--- src/hdl/ordered_array_edit_engine_core_assert.svh ---
// Assertion macros shared by the edit engine modules.
// Needs clk and rst in scope at the point of use.
`ifndef ORDERED_ARRAY_EDIT_ENGINE_CORE_ASSERT_SVH
`define ORDERED_ARRAY_EDIT_ENGINE_CORE_ASSERT_SVH

// condition holds on every clock
`define OAEE_CHECK(lbl, cond, msg) \
  lbl: assert property (@(posedge clk) disable iff (rst) (cond)) else $error(msg);

// antecedent implies consequent in the same cycle
`define OAEE_CHECK_IMP(lbl, ante, cons, msg) \
  lbl: assert property (@(posedge clk) disable iff (rst) (ante) |-> (cons)) else $error(msg);

// antecedent implies consequent in the next cycle
`define OAEE_CHECK_NXT(lbl, ante, cons, msg) \
  lbl: assert property (@(posedge clk) disable iff (rst) (ante) |=> (cons)) else $error(msg);

`endif

--- src/hdl/oaee_pkg.sv ---
// Shared constants, codes and controller/datapath structs for the edit engine.
// No dependencies.
package oaee_pkg;

  localparam int CAPACITY = 64;
  localparam int OP_W     = 3;
  localparam int POS_W    = 7;
  localparam int DATA_W   = 32;
  localparam int STATUS_W = 3;
  localparam int IDX_W    = 6;
  localparam int CNT_W    = 7;
  localparam int LANE     = 8;
  localparam int LANE_W   = $clog2(LANE);
  localparam int GROUPS   = CAPACITY / LANE;
  localparam int GRP_W    = $clog2(GROUPS);

  typedef enum logic [OP_W-1:0] {
    OP_INSERT  = 3'd0,
    OP_DELETE  = 3'd1,
    OP_REPLACE = 3'd2,
    OP_SEARCH  = 3'd3,
    OP_DISPLAY = 3'd4
  } op_t;

  typedef enum logic [STATUS_W-1:0] {
    ST_OK        = 3'd0,
    ST_NOT_FOUND = 3'd1,
    ST_BAD_POS   = 3'd2,
    ST_FULL      = 3'd3,
    ST_EMPTY     = 3'd4
  } status_t;

  typedef enum logic [1:0] {
    EMIT_PLAIN   = 2'd0,
    EMIT_SEARCH  = 2'd1,
    EMIT_DISPLAY = 2'd2
  } emit_kind_t;

  typedef struct packed {
    logic       latch;
    logic       do_insert;
    logic       do_delete;
    logic       do_replace;
    logic       match_cap;
    logic       group_cap;
    logic       rotate;
    logic       emit;
    emit_kind_t kind;
    status_t    status;
  } cmd_t;

  typedef struct packed {
    op_t  op;
    logic pos_gt_cnt;
    logic pos_ge_cnt;
    logic empty;
    logic full;
    logic out_free;
    logic disp_last;
  } stat_t;

endpackage

--- src/hdl/oaee_ctrl.sv ---
// Controller state machine for the edit engine.
// Depends on oaee_pkg and the assertion header; talks to oaee_datapath via cmd/stat.
`include "ordered_array_edit_engine_core_assert.svh"

module oaee_ctrl (
  input  logic            clk,
  input  logic            rst,
  input  logic            req_valid,
  output logic            req_ready,
  input  oaee_pkg::stat_t stat,
  output oaee_pkg::cmd_t  cmd
);

  typedef enum logic [5:0] {
    S_IDLE   = 6'b000001,
    S_DECODE = 6'b000010,
    S_MATCH  = 6'b000100,
    S_FIND   = 6'b001000,
    S_DISP   = 6'b010000,
    S_EMIT   = 6'b100000
  } state_t;

  state_t            state, state_next;
  oaee_pkg::status_t status_q, status_next;

  always_ff @(posedge clk) begin
    if (rst) begin
      state <= S_IDLE;
    end else begin
      state <= state_next;
    end
  end

  always_ff @(posedge clk) begin
    status_q <= status_next;
  end

  always_comb begin
    cmd         = '0;
    cmd.kind    = oaee_pkg::EMIT_PLAIN;
    cmd.status  = status_q;
    state_next  = state;
    status_next = status_q;
    req_ready   = (state == S_IDLE);
    unique case (state)
      S_IDLE: begin
        if (req_valid) begin
          cmd.latch  = 1'b1;
          state_next = S_DECODE;
        end
      end
      S_DECODE: begin
        state_next = S_EMIT;
        unique case (stat.op)
          oaee_pkg::OP_INSERT: begin
            if (stat.pos_gt_cnt) begin
              status_next = oaee_pkg::ST_BAD_POS;
            end else if (stat.full) begin
              status_next = oaee_pkg::ST_FULL;
            end else begin
              status_next   = oaee_pkg::ST_OK;
              cmd.do_insert = 1'b1;
            end
          end
          oaee_pkg::OP_DELETE: begin
            if (stat.empty) begin
              status_next = oaee_pkg::ST_EMPTY;
            end else if (stat.pos_ge_cnt) begin
              status_next = oaee_pkg::ST_BAD_POS;
            end else begin
              status_next   = oaee_pkg::ST_OK;
              cmd.do_delete = 1'b1;
            end
          end
          oaee_pkg::OP_REPLACE: begin
            if (stat.empty) begin
              status_next = oaee_pkg::ST_EMPTY;
            end else if (stat.pos_ge_cnt) begin
              status_next = oaee_pkg::ST_BAD_POS;
            end else begin
              status_next    = oaee_pkg::ST_OK;
              cmd.do_replace = 1'b1;
            end
          end
          oaee_pkg::OP_SEARCH: begin
            cmd.match_cap = 1'b1;
            state_next    = S_MATCH;
          end
          oaee_pkg::OP_DISPLAY: begin
            if (stat.empty) begin
              status_next = oaee_pkg::ST_EMPTY;
            end else begin
              state_next = S_DISP;
            end
          end
          default: begin
            status_next = oaee_pkg::ST_OK;
          end
        endcase
      end
      S_MATCH: begin
        cmd.group_cap = 1'b1;
        state_next    = S_FIND;
      end
      S_FIND: begin
        if (stat.out_free) begin
          cmd.emit   = 1'b1;
          cmd.kind   = oaee_pkg::EMIT_SEARCH;
          state_next = S_IDLE;
        end
      end
      S_DISP: begin
        if (stat.out_free) begin
          cmd.emit   = 1'b1;
          cmd.kind   = oaee_pkg::EMIT_DISPLAY;
          cmd.rotate = 1'b1;
          if (stat.disp_last) begin
            state_next = S_IDLE;
          end
        end
      end
      S_EMIT: begin
        if (stat.out_free) begin
          cmd.emit   = 1'b1;
          state_next = S_IDLE;
        end
      end
      default: begin
        state_next = S_IDLE;
      end
    endcase
  end

  `OAEE_CHECK_IMP(a_emit_free, cmd.emit, stat.out_free, "result loaded while output busy")
  `OAEE_CHECK_NXT(a_accept_decode, req_valid && req_ready, state == S_DECODE, "accept not decoded")
  `OAEE_CHECK(a_one_edit, $onehot0({cmd.do_insert, cmd.do_delete, cmd.do_replace, cmd.rotate, cmd.match_cap}), "conflicting edit commands")

endmodule

--- config.mk ---
export PLATFORM = sky130hd
export DESIGN_NAME = oaee_ctrl
export DESIGN_NICKNAME = d
export VERILOG_FILES = /design/src/hdl/oaee_pkg.sv /design/src/hdl/oaee_ctrl.sv
export VERILOG_INCLUDE_DIRS = /design/src /design/src/hdl
export SDC_FILE = /design/constraint.sdc
export NUM_CORES = 1
export LEC_CHECK = 0
export BUFFER_PORTS_ARGS = -buffer_cell sky130_fd_sc_hd__buf_2
export CORE_AREA = 10 10 47 49
export CTS_CLUSTER_SIZE = 10
export DETAILED_ROUTE_END_ITERATION = 6
export DIE_AREA = 0 0 57 59
export PLACE_DENSITY = 0.76
export SYNTH_ARGS = -nofsm -noshare
export SYNTH_HDL_FRONTEND = slang
export SYNTH_SLANG_ARGS = --single-unit
--- constraint.sdc ---
create_clock -name clk -period 4.1 [get_ports clk]
set_input_delay 0.82 -clock clk [delete_from_list [all_inputs] [get_ports clk]]
set_output_delay 0.82 -clock clk [all_outputs]
set_load 0.02 [all_outputs]
==> results.toml <==
[run_status]
outcome = "finished clean"

[synthesis]
asyncSetResetFlopFracSynth_pct = 0
post_synth_inst_count = 67
synth_edf_count = 3
yosys.area_share.adder_pct = 0
netlist_area_um2 = 594.3
synthMuxAreaShare_pct = 0
synthTopCellsByCount = "sky130_fd_sc_hd__dfxtp_1, sky130_fd_sc_hd__nor2_1, sky130_fd_sc_hd__nor4_1, sky130_fd_sc_hd__nand2_1, sky130_fd_sc_hd__nor3_1"
avgSynthCellArea_um2 = 8.870
post-synth-top-area-fraction_pct = 20.21
synth_xor_xnor_area_share_pct = 2.947
post_synth_main_area_contributors = "sky130_fd_sc_hd__dfxtp_1, sky130_fd_sc_hd__edfxtp_1, sky130_fd_sc_hd__nor4_1"
synth_compound_area_share_pct = 18.74
synth.net_count = 79
synthSimpleGateAreaFrac_pct = 39.16
yosysUniqueCellTypes = 32
main_combinational_cell_family_by_area_after_synthesis = "simple AND/OR/NAND/NOR gates"
synth-main-ff-cell = "sky130_fd_sc_hd__dfxtp_1"
yosysWarnings = 0
share_of_synthesized_area_occupied_by_flip_flops_and_latches_pct = 35.37
ys_seq_elements = 9
synth.largest_area_cell = "sky130_fd_sc_hd__dfxtp_1"

[clock_network]
tritoncts = "yes"
cts_buffers = 3
cts_buffer_depth = 2
reg_clk_slew_reported_paths_ns = 0.06
cts.sink_count = 9
cts_resized = 0
worstSkewPairLatency_ns = 0.26
cts.htree.levels = 1
clock_tree.root_cell = "sky130_fd_sc_hd__clkbuf_4"
post-cts-setup-buffer-count = 0
postCtsHoldBufs = 0

[sta]
setup_viol = 0
slew_headroom_pct = 65.30
final_period_demand_of_the_worst_path_ns = 2.706
fin_setup_tns_ns = 0
layout_worst_path_cycle_share_pct = 65.99
max_slew.worst_pin.slew_ns = 0.5165
unrepaired_setup_endpoints_after_global_routing = "false"
fin_worst_skew_ns = 0.004097
maxClockFrequency_ghz = 0.3696
finalMaxSlewViolations = 0
report.final.hold_viol_count = 0

[setup_path]
worst_reg2reg_setup_slack_ns = 2.33
cp_data_arrival_time_ns = 1.89
slowest_delay_ns = 0.37
most_frequent_cell_on_critical_path = "sky130_fd_sc_hd__nor4_1"
critPathSlowestCell = "sky130_fd_sc_hd__dfxtp_1"
ff2ff_path_depth = 3
regToRegStartpoint = "state[3]"
rr_endpoint = "status_q[2]"
timing_worst_setup_path_type = "reg -> out"
critical_path.cell_chain = "nor4_1, nand3b_1, or2_4, nor4_1, buf_2"
worstPathMaxFanout = 8
critical_path_launch_point_type = "register"
endpoint_kind = "output port"
required_ns = 3.28

[floorplanning]
die_height_um = 59
total_die_area_um2 = 3363
core_area_um2 = 1401
num_io_pins = 26
rows = 14
floorplan.initialDensity_pct = 42.41
die_width_um = 57

[final_layout]
final_cells = 110
num-nets-final = 107
antennaDiodeCount = 0
post_route_cells_drive_above_1_share_pct = 36.17
area_growth_syn_to_layout_pct = 26.32
fillerInstances = 148

[place]
placedCellCount = 106
placement.io_buffers = 25
gpl.final_weighted_congestion = 0.7941
hpwl_mm = 1.191

[grt]
grtUsageTotal_pct = 9.269
pin_count_of_the_biggest_net_entering_global_routing = 9
first_global_vias = 589
grt_first_pass_wirelength_mm = 2.504
grt_antenna_before_repair = 0
grt_overflow = 0

[drt]
initialDrtViolationCount = 8
drt_first_pass_iters = 4
route.vias.total = 596
remaining_drc_errors = 0
routed_wl_per_cell_um = 13.71
antenna_violating_nets_post_route = 0
drt-total-wl_mm = 1.508
vias_per_cell = 5.418

[power_and_ir_drop]
p_leak_nw = 0.3302
vdd.ir_drop.worst_mv = 0.1535
power_density_nw_per_um2 = 278.7

[flow_run]
maxCapViolations = 0

[worst_hold_path]
hold_startpoint = "state[0]"
worstHoldEndpoint = "state[0]"
whs_path_cells = 2
worst_min_delay_path_class = "reg -> reg"
==> metal layers <==
| layer | wire length, µm | global-route usage [%] | vias up |
|---|---|---|---|
| met2 | 652 | 13.33 | 23 |
| met4 | 53 | 8.054 | 0 |
| li1 | - | - | 304 |
| met1 | 681 | 10.41 | 264 |
| met3 | 121 | 3.648 | 5 |
| met5 | 0 | 0 | - |
==> area by class of cell <==
| cell class | count | area, µm² | share of cell area, % |
|---|---|---|---|
| Multi-Input combinational cell | 54 | 361.6 | 48.17 |
| Sequential cell | 9 | 210.2 | 28.00 |
| Tap cell | 16 | 20.02 | 2.667 |
| Clock buffer | 4 | 26.28 | 3.500 |
| Timing Repair Buffer | 25 | 125.1 | 16.67 |
| Inverter | 2 | 7.507 | 1.000 |
==> report_power, final <==
| group | switching (W) | leakage [nW] | internal (W) |
|---|---|---|---|
| logic | 0.0000242 | 0.239 | 0.0000175 |
| clock network | 0.0000307 | 0.0150 | 0.0000375 |
| registers | 0.00000388 | 0.0759 | 0.0000954 |
==> how the worst max path moves through the flow <==
| stage | slack [ns] | endpoint | start | depth (start not counted) |
|---|---|---|---|---|
| global route | 1.17 | cmd[9] | state[3] | 5 |
| floorplan | 1.57 | cmd[10] | state[5] | 5 |
| CTS | 1.39 | cmd[9] | state[3] | 5 |
| detailed placement | 1.63 | cmd[9] | stat[8] | 4 |
| global placement | 1.67 | cmd[11] | stat[6] | 4 |
| finish | 1.39 | cmd[9] | state[3] | 5 |
==> state kept, by name, indices dropped and copies added (netlist names) <==
register	count
state	6
status_q	3
==> layout by cell type (no fill, tap or decap), types with 2 or more instances in the layout <==
cell / synthesis / routed
sky130_fd_sc_hd__o21ba_1: 2 / 2
sky130_fd_sc_hd__o21ai_2: 2 / 2
sky130_fd_sc_hd__edfxtp_1: 3 / 3
sky130_fd_sc_hd__inv_1: 2 / 2
sky130_fd_sc_hd__nand2b_1: 3 / 3
sky130_fd_sc_hd__o21ai_0: 3 / 3
sky130_fd_sc_hd__a21o_1: 2 / 2
sky130_fd_sc_hd__nand3b_1: 2 / 2
sky130_fd_sc_hd__nor3b_1: 2 / 2
sky130_fd_sc_hd__clkbuf_4: 0 / 3
sky130_fd_sc_hd__nand2_1: 5 / 5
sky130_fd_sc_hd__nor3_1: 4 / 4
sky130_fd_sc_hd__nor4_1: 6 / 6
sky130_fd_sc_hd__nor2_1: 6 / 6
sky130_fd_sc_hd__buf_2: 0 / 25
sky130_fd_sc_hd__dfxtp_1: 6 / 6
==> stage by stage <==
| stage | total power (W) | hold WS, ns | worst slack, ns | instance area [µm²] | utilization (%) |
|---|---|---|---|---|---|
| global route | 0.0002227 | 0.7326 | 1.172 | 750.7 | 53.57 |
| finish | 0.0002092 | 0.6859 | 1.394 | 750.7 | 53.57 |
| global placement | 0.0001411 | 0.6599 | 1.674 | 724.4 | 51.70 |
| floorplan | 0.0001260 | 0.6170 | 1.568 | 594.3 | - |
| detailed placement | 0.0001424 | 0.6723 | 1.628 | 724.4 | 51.70 |
| CTS | 0.0002105 | 0.6853 | 1.388 | 750.7 | 53.57 |
==> logic make-up (layout without fill, tap and decap cells) <==
kind of cell              after synthesis  in the layout
buffers and inverters                   4             31
DFF                                     9              9
xor gates and xnor gates                2              2
and+or+nand+nor                        38             38
AOI/OAI and AO/OA                      14             14
==> worst max-delay path, delay by kind of cell, from the launching register on <==
| kind | cells | cell delay (ns) |
|---|---|---|
| buffers and inverters | 1 | 0.22 |
| DFF | 1 | 0.37 |
| and+or+nand+nor | 4 | 1.04 |
No activity file was read; power rests on OpenSTA's default activity.
